## config.mk

```make
export PLATFORM = sky130hd
export DESIGN_NAME = range_encoder_carryless_core
export DESIGN_NICKNAME = d
export VERILOG_FILES = /design/src/hw/rtl/rcc_pkg.sv /design/src/hw/rtl/range_encoder_carryless_core.sv /design/src/hw/rtl/rcc_div.sv /design/src/hw/rtl/rcc_mul.sv
export SDC_FILE = /design/constraint.sdc
export NUM_CORES = 1
export LEC_CHECK = 0
export BUFFER_PORTS_ARGS = -buffer_cell sky130_fd_sc_hd__buf_2
export CAP_MARGIN = 5
export CELL_PAD_IN_SITES_DETAIL_PLACEMENT = 0
export CELL_PAD_IN_SITES_GLOBAL_PLACEMENT = 1
export CORE_MARGIN = 2
export CORE_UTILIZATION = 35
export DETAILED_ROUTE_END_ITERATION = 10
export HOLD_SLACK_MARGIN = 0.15
export PLACE_DENSITY_LB_ADDON = 0.1
export REMOVE_ABC_BUFFERS = 1
export SLEW_MARGIN = 20
export SYNTH_ARGS = -nofsm -noshare
export SYNTH_HDL_FRONTEND = slang
export SYNTH_SLANG_ARGS = --single-unit
```

## constraint.sdc

```tcl
create_clock -name clk -period 16 [get_ports clk]
set_input_delay 0.8 -clock clk [delete_from_list [all_inputs] [get_ports clk]]
set_output_delay 0.8 -clock clk [all_outputs]
set_load 0.005 [all_outputs]
```

## src/hw/rtl/rcc_pkg.sv

```systemverilog
// shared types, constants and sequencer states of the carryless range encoder
`default_nettype none
package rcc_pkg;

  localparam int unsigned PROB_BITS_DEF = 16;

  localparam logic [16:0] TOT_RESET   = 17'h10000;
  localparam logic [31:0] RANGE_RESET = 32'hFFFF_FFFF;
  localparam logic [31:0] LOW_RESET   = 32'h0000_0000;

  localparam logic [2:0] MAX_BYTES = 3'd4;
  localparam logic [2:0] LAST_BYTE = 3'd3;

  localparam logic OP_ENCODE = 1'b0;
  localparam logic OP_FLUSH  = 1'b1;

  typedef struct packed {
    logic        opcode;
    logic [15:0] cumulative_frequency;
    logic [16:0] symbol_frequency;
  } sym_t;

  typedef struct packed {
    logic [7:0] out_byte;
    logic       last_of_run;
  } code_t;

  typedef enum logic [2:0] {
    ST_IDLE,
    ST_DIV,
    ST_MUL_LOW,
    ST_MUL_RANGE,
    ST_LOAD,
    ST_NORM,
    ST_FLUSH
  } state_t;

endpackage
`default_nettype wire

```

## src/hw/rtl/range_encoder_carryless_core.sv

```systemverilog
// top level of the carryless range encoder: sequencer, state registers and output stage
`default_nettype none
// Carryless 32-bit range encoder. Each request either encodes one symbol interval
// or flushes the four bytes of low and returns the coder to its reset state. An
// encode request passes through acceptance, the bit-serial divider (range by
// total_frequency, one quotient bit a cycle), the shared multiplier for low and
// range, then one normalization step per byte and a final step to close the run.
// The block takes no request while one is in progress; the output register
// lets the next request start while the final byte still waits.
// total_frequency may be written only while the block is idle; 0 acts as 1.
module range_encoder_carryless_core #(
  parameter int unsigned PROB_BITS = rcc_pkg::PROB_BITS_DEF
) (
  input  wire logic          clk,
  input  wire logic          rst,
  input  wire logic          sym_valid,
  output logic               sym_stall,
  input  wire rcc_pkg::sym_t sym,
  output logic               code_valid,
  input  wire logic          code_stall,
  output rcc_pkg::code_t     code,
  input  wire logic          cfg_valid,
  output logic               cfg_ready,
  input  wire logic [16:0]   cfg_data
);

  localparam logic [31:0] BOTTOM = 32'd1 << PROB_BITS;
  localparam logic [31:0] BOT_MASK = BOTTOM - 32'd1;

  rcc_pkg::state_t state, state_next;

  logic [16:0] total;
  logic [31:0] low;
  logic [31:0] range;
  logic [15:0] cum;
  logic [16:0] freq;
  logic [2:0]  n;
  logic        pend_valid;
  logic [7:0]  pend_byte;

  logic        accept;
  logic        out_free;
  logic        out_load;
  logic        div_start;
  logic        div_done;
  logic [31:0] quot;
  logic [16:0] divisor;
  logic [16:0] mul_b;
  logic [31:0] prod;

  logic [31:0] sum;
  logic        same;
  logic        norm_go;
  logic [31:0] range_clamped;

  assign accept   = sym_valid && !sym_stall;
  assign out_free = !code_valid || !code_stall;
  assign out_load = out_free && (((state == rcc_pkg::ST_NORM) && pend_valid) ||
                                 (state == rcc_pkg::ST_FLUSH));
  assign divisor  = (total == 17'd0) ? 17'd1 : total;
  assign cfg_ready = 1'b1;

  assign sum           = low + range;
  assign same          = (low[31:24] == sum[31:24]);
  assign norm_go       = (same || (range < BOTTOM)) && (n < rcc_pkg::MAX_BYTES);
  assign range_clamped = same ? range : ((32'd0 - low) & BOT_MASK);

  rcc_div u_div (
    .clk      (clk),
    .rst      (rst),
    .start    (div_start),
    .dividend (range),
    .divisor  (divisor),
    .done     (div_done),
    .quotient (quot)
  );

  rcc_mul u_mul (
    .clk  (clk),
    .a    (quot),
    .b    (mul_b),
    .prod (prod)
  );

  always_comb begin
    state_next = state;
    case (state)
      rcc_pkg::ST_IDLE: begin
        if (accept) begin
          state_next = (sym.opcode == rcc_pkg::OP_FLUSH) ? rcc_pkg::ST_FLUSH
                                                         : rcc_pkg::ST_DIV;
        end
      end
      rcc_pkg::ST_DIV: begin
        if (div_done) state_next = rcc_pkg::ST_MUL_LOW;
      end
      rcc_pkg::ST_MUL_LOW:   state_next = rcc_pkg::ST_MUL_RANGE;
      rcc_pkg::ST_MUL_RANGE: state_next = rcc_pkg::ST_LOAD;
      rcc_pkg::ST_LOAD:      state_next = rcc_pkg::ST_NORM;
      rcc_pkg::ST_NORM: begin
        if (!norm_go && (!pend_valid || out_free)) state_next = rcc_pkg::ST_IDLE;
      end
      rcc_pkg::ST_FLUSH: begin
        if (out_free && (n == rcc_pkg::LAST_BYTE)) state_next = rcc_pkg::ST_IDLE;
      end
      default: state_next = rcc_pkg::ST_IDLE;
    endcase
  end

  always_comb begin
    sym_stall = (state != rcc_pkg::ST_IDLE);
    div_start = 1'b0;
    mul_b     = freq;
    case (state)
      rcc_pkg::ST_IDLE:    div_start = sym_valid && (sym.opcode == rcc_pkg::OP_ENCODE);
      rcc_pkg::ST_MUL_LOW: mul_b = {1'b0, cum};
      default:             mul_b = freq;
    endcase
  end

  always_ff @(posedge clk) begin
    if (rst) begin
      state      <= rcc_pkg::ST_IDLE;
      total      <= rcc_pkg::TOT_RESET;
      low        <= rcc_pkg::LOW_RESET;
      range      <= rcc_pkg::RANGE_RESET;
      code_valid <= 1'b0;
      pend_valid <= 1'b0;
      n          <= '0;
    end else begin
      state <= state_next;
      if (cfg_valid && cfg_ready) total <= cfg_data;
      if (out_load) code_valid <= 1'b1;
      else if (!code_stall) code_valid <= 1'b0;
      case (state)
        rcc_pkg::ST_IDLE: begin
          if (accept) begin
            cum  <= sym.cumulative_frequency;
            freq <= sym.symbol_frequency;
            n    <= '0;
          end
        end
        rcc_pkg::ST_MUL_RANGE: low <= low + prod;
        rcc_pkg::ST_LOAD:      range <= prod;
        rcc_pkg::ST_NORM: begin
          // one byte held back so the last one of the run can be marked
          if (norm_go) begin
            if (!pend_valid || out_free) begin
              pend_byte  <= low[31:24];
              pend_valid <= 1'b1;
              low        <= low << 8;
              range      <= range_clamped << 8;
              n          <= n + 3'd1;
              if (pend_valid) begin
                code.out_byte    <= pend_byte;
                code.last_of_run <= 1'b0;
              end
            end
          end else if (pend_valid && out_free) begin
            code.out_byte    <= pend_byte;
            code.last_of_run <= 1'b1;
            pend_valid       <= 1'b0;
          end
        end
        rcc_pkg::ST_FLUSH: begin
          if (out_free) begin
            code.out_byte    <= low[31:24];
            code.last_of_run <= (n == rcc_pkg::LAST_BYTE);
            n                <= n + 3'd1;
            if (n == rcc_pkg::LAST_BYTE) begin
              low   <= rcc_pkg::LOW_RESET;
              range <= rcc_pkg::RANGE_RESET;
            end else begin
              low <= low << 8;
            end
          end
        end
        default: begin
        end
      endcase
    end
  end

  a_idle_no_pend: assert property (@(posedge clk) disable iff (rst)
    (state == rcc_pkg::ST_IDLE) |-> !pend_valid)
    else $error("pending byte left behind at end of request");

  a_div_done_in_div: assert property (@(posedge clk) disable iff (rst)
    div_done |-> (state == rcc_pkg::ST_DIV))
    else $error("divider finished outside the divide step");

  a_flush_entry: assert property (@(posedge clk) disable iff (rst)
    (accept && (sym.opcode == rcc_pkg::OP_FLUSH)) |=> (state == rcc_pkg::ST_FLUSH))
    else $error("flush request did not enter flush");

  a_byte_cap: assert property (@(posedge clk) disable iff (rst)
    n <= rcc_pkg::MAX_BYTES)
    else $error("more than four bytes emitted for one request");

endmodule
`default_nettype wire

```

## src/hw/rtl/rcc_div.sv

```systemverilog
// radix-2 restoring divider, 32-bit dividend by 17-bit divisor, one quotient bit a cycle
`default_nettype none
module rcc_div (
  input  wire logic        clk,
  input  wire logic        rst,
  input  wire logic        start,
  input  wire logic [31:0] dividend,
  input  wire logic [16:0] divisor,
  output logic             done,
  output logic [31:0]      quotient
);

  logic [31:0] q;
  logic [16:0] rem;
  logic [4:0]  cnt;
  logic        active;
  logic [17:0] rem_sh;
  logic [18:0] diff;
  logic        ge;
  logic [16:0] dvs;

  assign rem_sh   = {rem, q[31]};
  assign diff     = {1'b0, rem_sh} - {2'b00, dvs};
  assign ge       = ~diff[18];
  assign quotient = q;

  always_ff @(posedge clk) begin
    if (rst) begin
      active <= 1'b0;
      done   <= 1'b0;
      cnt    <= '0;
    end else begin
      done <= 1'b0;
      if (start) begin
        q      <= dividend;
        rem    <= '0;
        dvs    <= divisor;
        cnt    <= '0;
        active <= 1'b1;
      end else if (active) begin
        rem <= ge ? diff[16:0] : rem_sh[16:0];
        q   <= {q[30:0], ge};
        cnt <= cnt + 5'd1;
        if (cnt == 5'd31) begin
          active <= 1'b0;
          done   <= 1'b1;
        end
      end
    end
  end

endmodule
`default_nettype wire

```

## src/hw/rtl/rcc_mul.sv

```systemverilog
// registered 32x17 multiplier keeping the low 32 bits of the product
`default_nettype none
module rcc_mul (
  input  wire logic        clk,
  input  wire logic [31:0] a,
  input  wire logic [16:0] b,
  output logic [31:0]      prod
);

  logic [48:0] full;

  assign full = {17'd0, a} * {32'd0, b};

  always_ff @(posedge clk) begin
    prod <= full[31:0];
  end

endmodule
`default_nettype wire

```

======== Yosys cells after proc, flatten, opt, wreduce, memory -nomap -nowiden ========
Cells that the tools add are included.
cells by class
  add/subtract/negate cells ............... 6
  multiply operators ...................... 1
  div/mod/pow operators ................... 0
  $lt $le $gt $ge ......................... 2
  equality and inequality tests ........... 22
  shift-type cells ........................ 0
  mux-type cells .......................... 43
  bitwise operators ....................... 4
  reductions and logical operators ........ 38
operators with widths
  operator               number
  $mux 32                10
  $pmux 32 s3            2
  $add 32x32->32         2
  $mux 17                3
  $mux 9                 5
  $lt 32x17->1 const B   1
  $mul 32x17->32         1
  $mux 3                 9
  $mux 24                1
  $pmux 3 s7             1
  $sub 18x17->19         1
  $pmux 9 s2             1
  $logic_not 17->1       1
  $sub 1x16->16 const A  1
  $ne 2x1->1 const B     7
  $reduce_and 4->1       3
  $reduce_bool 3->1      4
  $mux 1                 10
  $reduce_and 5->1       2
  $eq 3x2->1 const B     3
  $eq 3x3->1 const B     3
  $pmux 3 s3             1
  $eq 8x8->1             1
  $logic_and 1x1->1      8
  18 further kinds       35
storage, ports and cells
  register bits ........................... 244
  bits in latches ......................... 0
  bits in writable memories ............... 0
  ROM bits ................................ 0
  input port bits ......................... 56
  output and inout bits ................... 12
  word-level logic and storage cells ...... 135
  memories ................................ 0

======== Longest topological paths before layout ========
Gate-level depths: netlist of the first run.
  depth in word-level cells ............... 8
  gate-level depth with buffers ........... 31
  mapped depth without buffers ............ 28

======== By module ========
A second synthesis of the first run with hierarchy kept.
second synthesis, totals
  cells, all modules ...................... 2808
  area total of the unflattened synthesis .. 25655.9 um^2
modules (own cells, without submodules)
  module                        times used  cells each  area an instance (um^2)  sequential area each (um^2)
  rcc_mul                       1           1463        12668.4                  640.6
  range_encoder_carryless_core  1           1031        9112.5                   3283.1
  rcc_div                       1           314         3875.0                   2122.0

======== Worst setup path before layout of the first run ========
No wires, ideal clock.
  path type ............................... register to register
  start ................................... reg state[1]
  end ..................................... reg u_mul.prod[30]
  setup time .............................. 0.072 ns
  arrival ................................. 8.043 ns
  data required time ...................... 15.928 ns
  setup slack ............................. 7.885 ns
  stages on the path, launching flop included .. 31
  buffers on the path ..................... 4
  clock period less this slack ............ 8.115 ns
  cell sequence ........................... dfxtp_1 > clkbuf_1 > inv_1 > nor3_1 > clkbuf_1 > mux2_2 > clkbuf_1 > clkbuf_1 > nand2_1 > fa_1 > fa_1 > inv_1 > fa_1 > inv_1 > fa_1 > inv_1 > fa_1 > inv_1 > fa_1 > inv_1 > ha_1 > a21o_1 > a21o_1 > or3_1 > o21a_1 > a41oi_1 > a211o_1 > o2111ai_1 > a31o_2 > a21oi_1 > xnor2_1
between the ends
  longest elaborated chain between the ends .. 3
RTL lines
  item                    RTL line                             source
  start, declared         range_encoder_carryless_core.sv:30   rcc_pkg::state_t state, state_next;
  start signal, assigned  range_encoder_carryless_core.sv:123  state <= rcc_pkg::ST_IDLE;
  start signal, assigned  range_encoder_carryless_core.sv:131  state <= state_next;
  $eq 3x2->1              range_encoder_carryless_core.sv:114  case (state)
  $mux 17                 range_encoder_carryless_core.sv:114
  $mul 32x17->32          rcc_mul.sv:12                        assign full = {17'd0, a} * {32'd0, b};
  net u_mul.full[30]      rcc_mul.sv:10                        logic [48:0] full;
  end signal, assigned    rcc_mul.sv:15                        prod <= full[31:0];
  end, declared           rcc_mul.sv:7                         output logic [31:0] prod
The timed path passes the listed nets, and every way through them passes these cells.
A chain may end at the register's enable or synchronous reset.

======== Worst setup path in the final report of the first run ========
  start ................................... reg state[2]
  end ..................................... reg u_mul.prod[30]
Same word-level chain as after synthesis.

==> out/qor.yml, run 1 <==
first_pass_iters: 5
cts-buffers-inserted: 29
cts.clk_slew.worst_paths_ps: 60
synth_simple_gate_area_share_pct: 17.5
cp_common_cell: "fa_1"
grt_pass1_vias: 20000
fin_crit_ps: 7950
tns_ps: 0
avgRoutedWirePerCell_um: 19.5
syn-cell-area_mm2: 0.0253
maxCapViolations: 0
die_x_um: 273
synth_compound_area_share_pct: 10.2
area.growth.synth_to_final_pct: 8.70
final_antenna_net_count: 0
status: "completed"
clk_latency_ps: 590
cp_slowest_stage_delay_ps: 750
synthMuxAreaShare_pct: 3.00
max_freq_mhz: 126
worstMarginPinSlew_ps: 1130
arrival_ps: 8460
fin_crit_sh_pct: 49.7
crit_required_ps: 16510
finClkSkew_ps: 15.5
critPathSlowestCell: "mux2_2"
hold_viol_final: 0
cpLargestDelayFamily: "adder cells"
synth_xor_area_share_pct: 3.81
holdBufCountCts: 0
routed_wirelength_um: 73500
fillCellCount: 7267
grt_pass1_wl_um: 116000
critPathLaunchType: "flip-flop"
port_buffers: 66
synth.avg_cell_area_um2: 8.99
grt_overflow: 0
async_reset_ff_share_pct: 0
placementRows: 98
cts_resized: 0
antenna_found_initial: 0
worstPathBufferInverterCount: 6
diodes: 0
fin_nets: 3320
maxSlewViolCount: 0
ys_warn_count: 0
synth_top_family_by_area: "adder cells"
crit_type: "flip-flop to flip-flop"
design.core.area_mm2: 0.0715
via_count: 18900
drcViolationCount: 0
num_io_pins: 68
clk_path_buf_depth: 3
synth_cell_type_count: 72
initial_core_util_pct: 35.4
ys_seq_elements: 244
htree_levels: 1
rsz0062_at_grt: "no"
dp_hpwl_um: 55500
fp.dieH_um: 273
synth_edf_count: 116
crit_fanout: 30
synth_fa_ha_area_share_pct: 32.9
die_area_mm2: 0.0744
cts_tree: "built"
cts_root_buf: "clkbuf_16"
netlist_instances: 2812
cts_sinks: 244
synth_ff_type: "dfxtp_1"
relSlewSlack_pct: 24.6
vias_per_cell: 5.02
post_cts_buffers: 0
place_congestion: 0.866
setup_viol: 0
drt-initial-drc-count: 914
grt_max_degree: 55
synth.yosys.seq_area_share_pct: 23.9
hold_path_class: "input port to flip-flop"
endpoint_kind: "flip-flop"
track_usage_pct: 20.0
drive_above_1_share_pct: 7.10
layer usage:
metal | track usage (%) | vias up | share of wire, %
li1 | - | 9014 | -
met1 | 28.1 | 9533 | 48
met2 | 33.8 | 294 | 47
met3 | 1.69 | 83 | 3.0
met4 | 3.98 | 0 | 2.0
met5 | 0 | - | 0
final cells by class:
type / instances / area (µm²) / area share [%]
timing repair buffer: 100 / 588 / 2.14
multi-input combinational: 1989 / 17100 / 62.1
inverter: 429 / 1610 / 5.86
clock buffer: 40 / 870 / 3.17
sequential: 244 / 6050 / 22.0
clock inverter: 14 / 116 / 0.424
tap: 950 / 1190 / 4.33
layout by cell type, fill, tap and decap left out, drive strengths merged, types with 16 or more instances in the layout:
| master | count |
|---|---|
| ha | 150 |
| o21ai | 74 |
| and2 | 137 |
| xnor2 | 77 |
| nand2 | 428 |
| a22oi | 20 |
| xor2 | 33 |
| nand3 | 29 |
| a21oi | 104 |
| buf | 100 |
| mux2 | 29 |
| inv | 431 |
| nor3 | 39 |
| nor2b | 45 |
| edfxtp | 116 |
| mux2i | 43 |
| nor2 | 161 |
| nor4 | 25 |
| a211oi | 48 |
| a21o | 27 |
| fa | 321 |
| or3 | 16 |
| clkbuf | 40 |
| dfxtp | 128 |
| nand2b | 21 |
cells in the mapped netlist, drive strengths merged, types with 15 or more instances:
| library cell | count | area share [%] |
|---|---|---|
| a211o | 15 | 0.52 |
| a211oi | 48 | 1.4 |
| a21o | 27 | 0.80 |
| a21oi | 104 | 2.1 |
| a22oi | 20 | 0.59 |
| and2 | 137 | 3.4 |
| and3 | 15 | 0.37 |
| buf | 24 | 0.50 |
| clkbuf | 126 | 1.9 |
| dfxtp | 128 | 10 |
| edfxtp | 116 | 14 |
| fa | 321 | 25 |
| ha | 150 | 7.4 |
| inv | 429 | 6.4 |
| mux2 | 29 | 1.3 |
| mux2i | 43 | 1.7 |
| nand2 | 428 | 6.4 |
| nand2b | 21 | 0.52 |
| nand3 | 29 | 0.59 |
| nor2 | 161 | 2.4 |
| nor2b | 45 | 1.1 |
| nor3 | 39 | 0.77 |
| nor4 | 25 | 0.68 |
| o21ai | 74 | 1.5 |
| or3 | 16 | 0.40 |
| xnor2 | 77 | 2.7 |
| xor2 | 33 | 1.1 |
per-stage QoR:
| stage | hold WS (ps) | instance area, µm² | setup slack [ps] | instances | util, % |
|---|---|---|---|---|---|
| detailed placement | 440 | 26500 | 8050 | 3712 | 37.1 |
| global route | 357 | 27500 | 7570 | 3766 | 38.4 |
| finish | 387 | 27500 | 8050 | 3766 | 38.4 |
| floorplan | 421 | 24700 | 7880 | 2662 | - |
| CTS | 343 | 27500 | 8010 | 3766 | 38.4 |
| global placement | 450 | 26500 | 8070 | 3712 | 37.1 |
state kept, by name (all words and copies together), names as in the netlist, 3 cells and up:
name / flops
u_div.quotient: 32
u_div.rem: 17
total: 17
freq: 17
n: 3
state: 3
u_div.cnt: 5
code: 9
low: 32
range: 32
cum: 16
u_mul.prod: 32
u_div.dvs: 17
pend_byte: 8
logic make-up after synthesis:
group	Yosys count
other	1
xor gates and xnor gates	110
buffers and inverters	579
DFF	244
and+or+nand+nor	949
adders and majority gates	471
AOI/OAI and AO/OA	386
muxes	72
path summary, 6_finish.rpt:
| kind | startpoint | endpoint | slack [ps] | depth (start not counted) |
|---|---|---|---|---|
| worst min-delay path | sym[25] | cum[8] | 390 | 1 |
| worst max register to register | state[2] | u_mul.prod[30] | 8050 | 26 |
| worst min register to register | total[6] | u_div.dvs[6] | 460 | 0 |
| worst max-delay path | state[2] | u_mul.prod[30] | 8050 | 26 |
Power of run 1 is not shown: default switching activity piles up to over one toggle a cycle in this logic, so the estimate is an artifact.
==> run 2: changes to the inputs <==
clock period = 7.4 ns   (was 16 ns; I/O delays follow)
==> run 2 against run 1 <==
Against the previous run: core utilization increased by 1.8 points; first-iteration DRC count increased by 1.2%; worst hold slack got worse by 190 ps; largest cell class unchanged.
==> out/qor.yml, run 2 (synthesis results as in run 1) <==
first_pass_iters: 5
die_x_um: 273
grt_overflow: 0
crit_required_ps: 7840
dp_hpwl_um: 57600
initial_core_util_pct: 35.4
mostFrequentLayoutCells: "inv_1, nand2_1, fa_1"
hold_viol_final: 0
setup_viol: 0
fin_crit_sh_pct: 95.1
arrival_ps: 7480
rsz0062_at_grt: "no"
cts_sinks: 244
track_usage_pct: 20.4
num_io_pins: 68
fin_crit_ps: 7040
finClkSkew_ps: 23.6
crit_type: "flip-flop to flip-flop"
crit_fanout: 9
r2r-start: "state[1]"
htree_levels: 2
maxCapViolations: 0
drive_above_1_share_pct: 9.88
placementRows: 98
routed_wirelength_um: 74400
max_freq_mhz: 142
fp.dieH_um: 273
fillCellCount: 7251
cpLargestDelayFamily: "adder cells"
critPathLaunchType: "flip-flop"
worstMarginPinSlew_ps: 979
grt_pass1_vias: 20800
status: "completed"
grt_max_degree: 58
port_buffers: 66
design.core.area_mm2: 0.0715
die_area_mm2: 0.0744
vias_per_cell: 4.95
cp_slowest_stage_delay_ps: 510
final_cells: 3905
fin_nets: 3456
cp_common_cell: "fa_1"
pre_cts_ws_ps: 157
cts_root_buf: "clkbuf_16"
antenna_found_initial: 0
drcViolationCount: 0
critPathSlowestCell: "fa_1"
avgRoutedWirePerCell_um: 19.1
place_congestion: 0.865
cts-buffers-inserted: 34
layout_commonest_cell: "inv_1"
drt-initial-drc-count: 925
startpoint: "state[1]"
setup_ws_ps: 363
area.growth.synth_to_final_pct: 13.9
grt_pass1_wl_um: 118000
final_antenna_net_count: 0
via_count: 19300
clk_latency_ps: 560
dp.cells: 3790
cts_tree: "built"
endpoint_kind: "flip-flop"
hold_path_class: "input port to flip-flop"
cts.clk_slew.worst_paths_ps: 60
worstPathBufferInverterCount: 8
clk_path_buf_depth: 3
relSlewSlack_pct: 34.7
diodes: 0
hp-start: "code_stall"
maxSlewViolCount: 0
==> run 2: changes by cell type in the layout (fill, tap and decap cells not counted), sizes merged <==
cell	change
buf	+81
clkbuf	+4
clkinvlp	+1
bufinv	+1
inv	+2
dlygate4sd3	+50
==> run 2: repair_timing <==
| item | in CTS | in global routing |
|---|---|---|
| endpoints found under the hold margin | 50 | 0 |
| gates resized for setup | 0 | 7 |
| setup endpoints to repair | 0 | 3 |
| hold buffers | 50 | 0 |
| buffers inserted | 0 | 2 |
==> run 2: routing by layer <==
metal | vias up | track usage, % | routed length, µm
met5 | - | 0 | 0
met4 | 0 | 4.45 | 1300
met3 | 75 | 2.13 | 2310
met2 | 281 | 34.5 | 35000
met1 | 9675 | 28.2 | 35800
li1 | 9301 | - | -
==> run 2: cell type report <==
| cell class | count | area, µm² | area share [%] |
|---|---|---|---|
| sequential | 244 | 6050 | 21.0 |
| clock inverter | 18 | 208 | 0.721 |
| tap | 950 | 1190 | 4.13 |
| multi-input combinational | 1989 | 17100 | 59.3 |
| timing repair buffer | 231 | 1720 | 5.98 |
| inverter | 429 | 1610 | 5.59 |
| clock buffer | 44 | 928 | 3.22 |
==> run 2: final timing paths <==
| kind | to | slack, ps | depth (start not counted) |
|---|---|---|---|
| min | code_valid | 200 | 3 |
| max | u_mul.prod[31] | 360 | 28 |
| max reg2reg | u_mul.prod[31] | 360 | 28 |
| min reg2reg | u_div.dvs[6] | 470 | 0 |
==> run 2: per-stage QoR <==
stage / instance area [µm²] / TNS (ps) / hold WS, ps / utilization, %
floorplan: 24700 / -3080 / 421 / -
global placement: 27100 / 0 / 449 / 37.9
detailed placement: 27100 / 0 / 449 / 37.9
CTS: 28700 / 0 / 159 / 40.2
global route: 28800 / 0 / 193 / 40.3
finish: 28800 / 0 / 197 / 40.3
==> run 2: tightest hold or removal path, delay by kind of cell <==
family,cells,cell delay (ps)
buffers and inverters,1,110
AO/OA/AOI/OAI,1,80
AND/OR/NAND/NOR,1,130
Power of run 2 is left out for the same reason.
